===== src/rtl/wma_pkg.sv =====
`default_nettype none

package wma_pkg;

	// item operation codes
	typedef enum logic [1:0] {
		MODE_ADD   = 2'd0,
		MODE_READ  = 2'd1,
		MODE_CLEAR = 2'd2,
		MODE_NOP   = 2'd3
	} mode_t;

	// sequencer states, one-hot
	typedef enum logic [7:0] {
		S_INIT = 8'b0000_0001,
		S_IDLE = 8'b0000_0010,
		S_MEM  = 8'b0000_0100,
		S_LOAD = 8'b0000_1000,
		S_DIV  = 8'b0001_0000,
		S_SAT  = 8'b0010_0000,
		S_CLR  = 8'b0100_0000,
		S_PUSH = 8'b1000_0000
	} state_t;

endpackage

`default_nettype wire


===== src/rtl/windowed_moving_average.sv =====
`default_nettype none

// Boxcar moving average over a ring of MAX_WINDOW signed samples kept in one
// synchronous RAM. Each input item is an add (store the sample over the oldest
// slot, update the running sum and fill count, wrap the write slot at the
// window length), a read (return a stored sample walking back from the newest,
// restarting at the newest when continue_read is 0), a clear (zero everything
// but the read position and window length) or a no-op. Every item gives one
// result: fill count, average (sum / count, truncated toward zero, saturated
// to the sample range, zero when empty) and, for reads, the sample. Items are
// handled one at a time. An add runs the restoring divider that retires one
// quotient bit per cycle; a read or no-op needs one RAM read. The average is
// cached, so only adds divide. A clear, and also the start after reset, sweeps
// the RAM writing zeros one entry per cycle, with in_stall high throughout;
// window_length writes are taken at any time but must only be made while the
// block is idle. A finished result sits in the output register and the block
// takes the next item while it waits.
module windowed_moving_average #(
	parameter int MAX_WINDOW  = 64,
	parameter int SAMPLE_BITS = 16
) (
	input  wire logic                                clk,
	input  wire logic                                arst_n,
	// configuration: window length
	input  wire logic                                cfg_valid,
	output logic                                     cfg_ready,
	input  wire logic [$clog2(MAX_WINDOW+1)-1:0]     window_length,
	// input items
	input  wire logic                                in_valid,
	output logic                                     in_stall,
	input  wire logic [1:0]                          mode,
	input  wire logic signed [SAMPLE_BITS-1:0]       sample,
	input  wire logic                                continue_read,
	// result items
	output logic                                     out_valid,
	input  wire logic                                out_stall,
	output logic      [$clog2(MAX_WINDOW+1)-1:0]     fill_count,
	output logic signed [SAMPLE_BITS-1:0]            average,
	output logic signed [SAMPLE_BITS-1:0]            read_sample
);

	localparam int AW  = $clog2(MAX_WINDOW);       // ring address
	localparam int CW  = $clog2(MAX_WINDOW + 1);   // counts up to MAX_WINDOW
	localparam int SB  = SAMPLE_BITS;
	localparam int SW  = SAMPLE_BITS + AW;         // running sum
	localparam int DCW = $clog2(SW);               // divider step counter

	// saturation bounds at sum width + 1
	localparam logic [SW:0] SAT_HI = {{(SW-SB+2){1'b0}}, {(SB-1){1'b1}}};
	localparam logic [SW:0] SAT_LO = {{(SW-SB+2){1'b1}}, {(SB-1){1'b0}}};

	wma_pkg::state_t state_q;
	wma_pkg::mode_t  op_q;
	wma_pkg::mode_t  mode_in;

	logic [CW-1:0]        n_q;        // clamped window length
	logic [AW-1:0]        wp_q;
	logic [AW-1:0]        rdpos_q;
	logic [CW-1:0]        held_q;
	logic signed [SW-1:0] sum_q;
	logic [SB-1:0]        avg_q;      // cached average
	logic [SB-1:0]        sample_q;
	logic [SB-1:0]        rd_q;
	logic [AW-1:0]        clr_idx_q;

	// divider
	logic [SW-1:0]  quo_q;
	logic [CW-1:0]  rem_q;
	logic           neg_q;
	logic [DCW-1:0] div_cnt_q;

	// output register
	logic          out_valid_q;
	logic [CW-1:0] out_fill_q;
	logic [SB-1:0] out_avg_q;
	logic [SB-1:0] out_rd_q;

	// RAM port
	logic          ram_we;
	logic [AW-1:0] ram_waddr;
	logic [SB-1:0] ram_wdata;
	logic [AW-1:0] ram_raddr;
	logic [SB-1:0] ram_rdata;

	logic          accept;
	logic          push_ok;
	logic          push_fire;
	logic [AW-1:0] n_last;
	logic [AW-1:0] wp_prev;
	logic [AW-1:0] rp_cur;
	logic [AW-1:0] rp_next;
	logic [CW-1:0] wp_inc;
	logic [AW-1:0] wp_next;
	logic [CW-1:0] n_clamp;
	logic signed [SW-1:0] sum_next;
	logic [SW-1:0] sum_mag;
	logic [CW:0]   trial;
	logic [CW:0]   diff;
	logic          trial_ge;
	logic [SW:0]   quo_signed;
	logic [SB-1:0] avg_sat;

	assign mode_in   = wma_pkg::mode_t'(mode);
	assign cfg_ready = 1'b1;
	assign in_stall  = (state_q != wma_pkg::S_IDLE);
	assign accept    = in_valid && (state_q == wma_pkg::S_IDLE);
	assign push_ok   = !out_valid_q || !out_stall;
	assign push_fire = (state_q == wma_pkg::S_PUSH) && push_ok;

	assign n_clamp = (window_length == '0) ? CW'(1) :
		(window_length > CW'(MAX_WINDOW)) ? CW'(MAX_WINDOW) : window_length;

	// ring position arithmetic
	assign n_last  = AW'(n_q - CW'(1));
	assign wp_prev = (wp_q == '0) ? n_last : wp_q - AW'(1);
	assign rp_cur  = continue_read ? rdpos_q : wp_prev;
	assign rp_next = (rp_cur == '0) ? n_last : rp_cur - AW'(1);
	assign wp_inc  = CW'(wp_q) + CW'(1);
	assign wp_next = (wp_inc >= n_q) ? '0 : wp_inc[AW-1:0];

	// new sum: add sample, drop the overwritten one
	assign sum_next = sum_q + $signed({{AW{sample_q[SB-1]}}, sample_q})
		- $signed({{AW{ram_rdata[SB-1]}}, ram_rdata});
	assign sum_mag  = sum_q[SW-1] ? SW'(-sum_q) : SW'(sum_q);

	// one restoring divide step
	assign trial    = {rem_q, quo_q[SW-1]};
	assign trial_ge = (trial >= {1'b0, held_q});
	assign diff     = trial - {1'b0, held_q};

	// sign and saturate the quotient
	assign quo_signed = neg_q ? -{1'b0, quo_q} : {1'b0, quo_q};
	always_comb begin
		if ($signed(quo_signed) > $signed(SAT_HI)) begin
			avg_sat = SAT_HI[SB-1:0];
		end else if ($signed(quo_signed) < $signed(SAT_LO)) begin
			avg_sat = SAT_LO[SB-1:0];
		end else begin
			avg_sat = quo_signed[SB-1:0];
		end
	end

	// RAM access: sweeps write zeros, adds write the new sample in S_MEM
	always_comb begin
		ram_raddr = (mode_in == wma_pkg::MODE_READ) ? rp_cur : wp_q;
		ram_we    = 1'b0;
		ram_waddr = wp_q;
		ram_wdata = sample_q;
		if ((state_q == wma_pkg::S_INIT) || (state_q == wma_pkg::S_CLR)) begin
			ram_we    = 1'b1;
			ram_waddr = clr_idx_q;
			ram_wdata = '0;
		end else if ((state_q == wma_pkg::S_MEM) && (op_q == wma_pkg::MODE_ADD)) begin
			ram_we = 1'b1;
		end
	end

	wma_ram #(
		.WIDTH (SB),
		.DEPTH (MAX_WINDOW)
	) u_store (
		.clk   (clk),
		.we    (ram_we),
		.waddr (ram_waddr),
		.wdata (ram_wdata),
		.raddr (ram_raddr),
		.rdata (ram_rdata)
	);

	always_ff @(posedge clk or negedge arst_n) begin
		if (!arst_n) begin
			state_q     <= wma_pkg::S_INIT;
			op_q        <= wma_pkg::MODE_NOP;
			n_q         <= CW'(MAX_WINDOW);
			wp_q        <= '0;
			rdpos_q     <= '0;
			held_q      <= '0;
			sum_q       <= '0;
			avg_q       <= '0;
			sample_q    <= '0;
			rd_q        <= '0;
			clr_idx_q   <= '0;
			quo_q       <= '0;
			rem_q       <= '0;
			neg_q       <= 1'b0;
			div_cnt_q   <= '0;
			out_valid_q <= 1'b0;
			out_fill_q  <= '0;
			out_avg_q   <= '0;
			out_rd_q    <= '0;
		end else begin
			if (cfg_valid) begin
				n_q <= n_clamp;
			end

			// output register: load on push, drop once taken
			if (push_fire) begin
				out_valid_q <= 1'b1;
			end else if (!out_stall) begin
				out_valid_q <= 1'b0;
			end

			case (state_q)
				wma_pkg::S_INIT: begin
					clr_idx_q <= clr_idx_q + AW'(1);
					if (clr_idx_q == AW'(MAX_WINDOW - 1)) begin
						state_q <= wma_pkg::S_IDLE;
					end
				end
				wma_pkg::S_IDLE: begin
					if (accept) begin
						op_q     <= mode_in;
						sample_q <= sample;
						rd_q     <= '0;
						case (mode_in)
							wma_pkg::MODE_READ: begin
								rdpos_q <= rp_next;
								state_q <= wma_pkg::S_MEM;
							end
							wma_pkg::MODE_CLEAR: begin
								wp_q      <= '0;
								held_q    <= '0;
								sum_q     <= '0;
								avg_q     <= '0;
								clr_idx_q <= '0;
								state_q   <= wma_pkg::S_CLR;
							end
							default: begin
								state_q <= wma_pkg::S_MEM;
							end
						endcase
					end
				end
				wma_pkg::S_MEM: begin
					// read data for the item's address is valid here
					if (op_q == wma_pkg::MODE_ADD) begin
						sum_q <= sum_next;
						wp_q  <= wp_next;
						if (held_q < n_q) begin
							held_q <= held_q + CW'(1);
						end
						state_q <= wma_pkg::S_LOAD;
					end else begin
						if (op_q == wma_pkg::MODE_READ) begin
							rd_q <= ram_rdata;
						end
						state_q <= wma_pkg::S_PUSH;
					end
				end
				wma_pkg::S_LOAD: begin
					quo_q     <= sum_mag;
					neg_q     <= sum_q[SW-1];
					rem_q     <= '0;
					div_cnt_q <= DCW'(SW - 1);
					state_q   <= wma_pkg::S_DIV;
				end
				wma_pkg::S_DIV: begin
					quo_q     <= {quo_q[SW-2:0], trial_ge};
					rem_q     <= trial_ge ? diff[CW-1:0] : trial[CW-1:0];
					div_cnt_q <= div_cnt_q - DCW'(1);
					if (div_cnt_q == '0) begin
						state_q <= wma_pkg::S_SAT;
					end
				end
				wma_pkg::S_SAT: begin
					avg_q   <= avg_sat;
					state_q <= wma_pkg::S_PUSH;
				end
				wma_pkg::S_CLR: begin
					clr_idx_q <= clr_idx_q + AW'(1);
					if (clr_idx_q == AW'(MAX_WINDOW - 1)) begin
						state_q <= wma_pkg::S_PUSH;
					end
				end
				wma_pkg::S_PUSH: begin
					if (push_ok) begin
						out_fill_q <= held_q;
						out_avg_q  <= avg_q;
						out_rd_q   <= rd_q;
						state_q    <= wma_pkg::S_IDLE;
					end
				end
				default: begin
					state_q <= wma_pkg::S_IDLE;
				end
			endcase
		end
	end

	assign out_valid   = out_valid_q;
	assign fill_count  = out_fill_q;
	assign average     = out_avg_q;
	assign read_sample = out_rd_q;

`ifndef SYNTHESIS
	// an empty ring holds a zero sum and a zero cached average
	a_empty_zero: assert property (@(posedge clk) disable iff (!arst_n)
		(held_q == '0) |-> ((sum_q == '0) && (avg_q == '0)))
		else $error("empty ring with nonzero sum or average");

	// the fill count never passes the ring depth
	a_held_bound: assert property (@(posedge clk) disable iff (!arst_n)
		held_q <= CW'(MAX_WINDOW))
		else $error("fill count beyond ring depth");

	// a new result only comes from the push step
	a_push_src: assert property (@(posedge clk) disable iff (!arst_n)
		$rose(out_valid_q) |-> $past(state_q == wma_pkg::S_PUSH))
		else $error("result raised outside push step");

	// the divider always runs its full count into saturation
	a_div_end: assert property (@(posedge clk) disable iff (!arst_n)
		((state_q == wma_pkg::S_DIV) && (div_cnt_q == '0)) |=> (state_q == wma_pkg::S_SAT))
		else $error("divider did not finish into saturation");
`endif

endmodule

`default_nettype wire


===== src/rtl/wma_ram.sv =====
`default_nettype none

module wma_ram #(
	parameter int WIDTH = 16,
	parameter int DEPTH = 64
) (
	input  wire logic                     clk,
	input  wire logic                     we,
	input  wire logic [$clog2(DEPTH)-1:0] waddr,
	input  wire logic [WIDTH-1:0]         wdata,
	input  wire logic [$clog2(DEPTH)-1:0] raddr,
	output logic      [WIDTH-1:0]         rdata
);

	logic [WIDTH-1:0] mem [DEPTH];

	always_ff @(posedge clk) begin
		if (we) begin
			mem[waddr] <= wdata;
		end
		rdata <= mem[raddr];
	end

endmodule

`default_nettype wire

===== config.mk =====
export PLATFORM = sky130hd
export DESIGN_NAME = windowed_moving_average
export DESIGN_NICKNAME = d
export VERILOG_FILES = /design/src/rtl/wma_pkg.sv /design/src/rtl/windowed_moving_average.sv /design/src/rtl/wma_ram.sv
export SDC_FILE = /design/constraint.sdc
export NUM_CORES = 2
export LEC_CHECK = 0
export ABC_CLOCK_PERIOD_IN_PS = 8900
export BUFFER_PORTS_ARGS = -buffer_cell sky130_fd_sc_hd__buf_4
export CAP_MARGIN = 20
export CORE_MARGIN = 3
export CORE_UTILIZATION = 45
export DETAILED_ROUTE_END_ITERATION = 8
export GPL_ROUTABILITY_DRIVEN = 0
export GPL_TIMING_DRIVEN = 0
export MAX_ROUTING_LAYER = met4
export RECOVER_POWER = 25
export SETUP_SLACK_MARGIN = 0.4
export SYNTH_ARGS = -nofsm -noshare
export SYNTH_HDL_FRONTEND = slang
export SYNTH_HIERARCHICAL = 1
export SYNTH_SLANG_ARGS = --single-unit

===== constraint.sdc =====
create_clock -name clk -period 8.9 [get_ports clk]
set_input_delay 0.89 -clock clk [delete_from_list [all_inputs] [get_ports clk]]
set_output_delay 0.89 -clock clk [all_outputs]
set_load 0.05 [all_outputs]

==> impl_metrics.json <==
{
  "outcome": "finished, violations left",
  "violations": "capacitance limit, slew limit",
  "start_util": 0.455,
  "power_frac_clock": 0.278,
  "postCtsResizedCells": 0,
  "timing.final.crit_share": 0.636,
  "antenna_found_initial": 5,
  "clock_latency_ns": 0.73,
  "cts-root-buf": "clkbuf_16",
  "hp-class": "input pin to flip-flop",
  "ys_warn_count": 6,
  "drt-initial-drc-count": 2944,
  "die_area_um2": 118000,
  "ios": 73,
  "place_inst": 4663,
  "seqCellArea_um2": 35800,
  "cp_slowest_cell": "clkbuf_2",
  "synth_fp_nets": 3118,
  "setup_viol": 0,
  "synth_top_cell_area_share": 0.598,
  "numCtsBuffers": 130,
  "ir_worst_vdd_mv": 0.194,
  "crit_family": "buffers and inverters",
  "powerDensity_nw_per_um2": 328,
  "vias": 29000,
  "yosys-top-cells-area": "edfxtp_1, mux4_2, dfrtp_1",
  "wire_per_inst_um": 27.7,
  "p_int_mw": 12.9,
  "cp.required_ns": 9.05,
  "clock-sinks": 1227,
  "yosysSeqAreaShare": 0.695,
  "clk_pin_slew_worst_paths_ns": 0.06,
  "path_max_fanout": 127,
  "comb_power_share": 0.329,
  "die_x_um": 344,
  "fmaxAchievable_mhz": 177,
  "placed_cell_area_um2": 55500,
  "tns_ns": 0,
  "core-area_um2": 113000,
  "cts_tree": "built",
  "hold_violations": 0,
  "drc": 0,
  "relSlewSlack": -1.25,
  "post_cts_buffers": 0,
  "design_area_um2": 59500,
  "rows": 123,
  "synth_seq_cells": 1227,
  "worst-setup-path-type": "input pin to asynchronous set/reset pin",
  "grt_setup_unrepaired": "no",
  "final_nets": 3403,
  "synth_cell_types": 88,
  "p_sw_mw": 6.63,
  "cp-start-kind": "input pin",
  "final_layout_size_suffix_gt1_frac": 0.229,
  "synth_edf_count": 1024,
  "gr-total-overflow": 0,
  "viasPerCell": 5.91,
  "seq_power_share": 0.393,
  "cts_hold_buf": 0,
  "maxCapViolations": 14,
  "htree_levels": 4,
  "tightest_slew_ns": 3.37,
  "grt_pass1_wl_mm": 199,
  "cts_buffer_depth": 3,
  "final_common_cell": "edfxtp_1",
  "end_kind": "asynchronous set/reset pin",
  "dpl.hpwl_mm": 96.0,
  "wl_mm": 136,
  "grt_pass1_vias": 29600,
  "ant_nets": 0,
  "fin_cells": 4901,
  "critPathMaxStageDelay_ns": 2.42,
  "n_fill_cell": 9063,
  "swShare": 0.339,
  "grt_max_degree": 128,
  "syn-cell-area_um2": 51400,
  "skew_ns": 0.0234,
  "netlist_instances": 3011,
  "finalCriticalPeriod_ns": 5.66,
  "multi_input_area_um2": 14500,
  "synth-main-ff-cell": "edfxtp_1",
  "synthArstFlopShare": 0.152,
  "crit_buf_inv": 2,
  "yosysTopAreaCell": "edfxtp_1",
  "grt_use_total": 0.240,
  "first_pass_iters": 6,
  "portBuffers": 71,
  "slew_violations": 542,
  "p_leak_nw": 20.5,
  "area_growth_pct": 15.7,
  "die_y_um": 344,
  "synth_area_per_cell_um2": 17.1,
  "arrival_ns": 5.81,
  "crit_chain": "clkbuf_1 > clkbuf_2",
  "layout_common_cells": "edfxtp_1, mux4_2, nand2_1, dfrtp_1, clkbuf_1"
}
-- registers in the layout, indices dropped and copies added (netlist names), 7 cells and up --
| signal | count |
|---|---|
| sum_q | 22 |
| read_sample | 16 |
| n_q | 7 |
| avg_q | 16 |
| quo_q | 22 |
| average | 16 |
| sample_q | 16 |
| held_q | 7 |
| u_store/mem | 1024 |
| fill_count | 7 |
| u_store/rdata | 16 |
| rd_q | 16 |
| rem_q | 7 |
| state_q | 8 |
-- synthesized netlist by cell type, drive strengths merged, types with 23 or more instances --
cell	n
clkbuf	69
o21ai	108
edfxtp	1024
a21oi	45
mux2i	105
nand2	187
a22oi	72
nand4	23
nand3	48
ha	54
xnor2	56
xor2	24
dfrtp	183
mux2	85
buf	84
nor2b	38
mux4	224
nor2	138
inv	113
-- through the flow --
| stage | worst slack, ns | utilization | hold WS [ns] | total power, mW |
|---|---|---|---|---|
| 6_report | 3.24 | 0.527 | 0.411 | 19.5 |
| 5_1_grt | 2.01 | 0.527 | 0.384 | 20.5 |
| 4_1_cts | 3.33 | 0.530 | 0.0857 | 19.7 |
| 3_5_place_dp | 3.37 | 0.492 | 0.470 | 14.3 |
| 3_3_place_gp | 2.72 | 0.477 | 0.456 | 13.9 |
| 2_1_floorplan | 5.08 | - | 0.435 | 11.9 |
-- power groups by stage --
stage / Clock (mW) / Sequential, mW / Combinational (mW)
5_1_grt: 5.77 / 7.72 / 6.96
6_report: 5.42 / 7.68 / 6.42
3_5_place_dp: 0 / 7.78 / 6.50
4_1_cts: 5.53 / 7.66 / 6.53
3_3_place_gp: 0 / 7.92 / 6.00
2_1_floorplan: 0 / 7.89 / 4.04
-- path summary, 6_finish.rpt --
check                      cells past startpoint            endpoint  slack (ns)       start
setup / recovery                               2        sample_q[14]        3.24      arst_n
hold / removal                                 3           out_valid        0.41   out_stall
setup reg to reg                              12  u_store/mem[21][2]        3.27  state_q[4]
hold reg to reg                                2            avg_q[0]        0.48    avg_q[0]
max in group clk                              12  u_store/mem[21][2]        3.27  state_q[4]
min in group asynchronous                      1            rem_q[6]        1.30      arst_n
-- cell families after synthesis --
group / after synthesis / synth area share
simple gates: 538 / 0.0512
flops: 1227 / 0.695
fa+ha+maj: 76 / 0.0217
xor+xnor: 80 / 0.0136
other cells: 1 / 0.0000729
compound gates: 407 / 0.0542
mux: 414 / 0.137
buf+inv: 268 / 0.0268
-- per-layer routing --
layer | routed length (µm) | global-route usage
met1 | 53100 | 0.306
met2 | 68100 | 0.396
met3 | 9580 | 0.0351
met4 | 5100 | 0.0854
met5 | 0 | -
-- cell type report --
cell class | instances | share of cell area
plain buffers | 153 | 0.0159
inverters | 115 | 0.00725
diodes | 3 | 0.000126
well taps | 1500 | 0.0315
clock buffers | 163 | 0.0591
multi-input cells | 1516 | 0.244
repair buffers | 153 | 0.0286
flip-flops and latches | 1227 | 0.600
clock inverters | 71 | 0.0134
(Power assumes the default switching activity.)
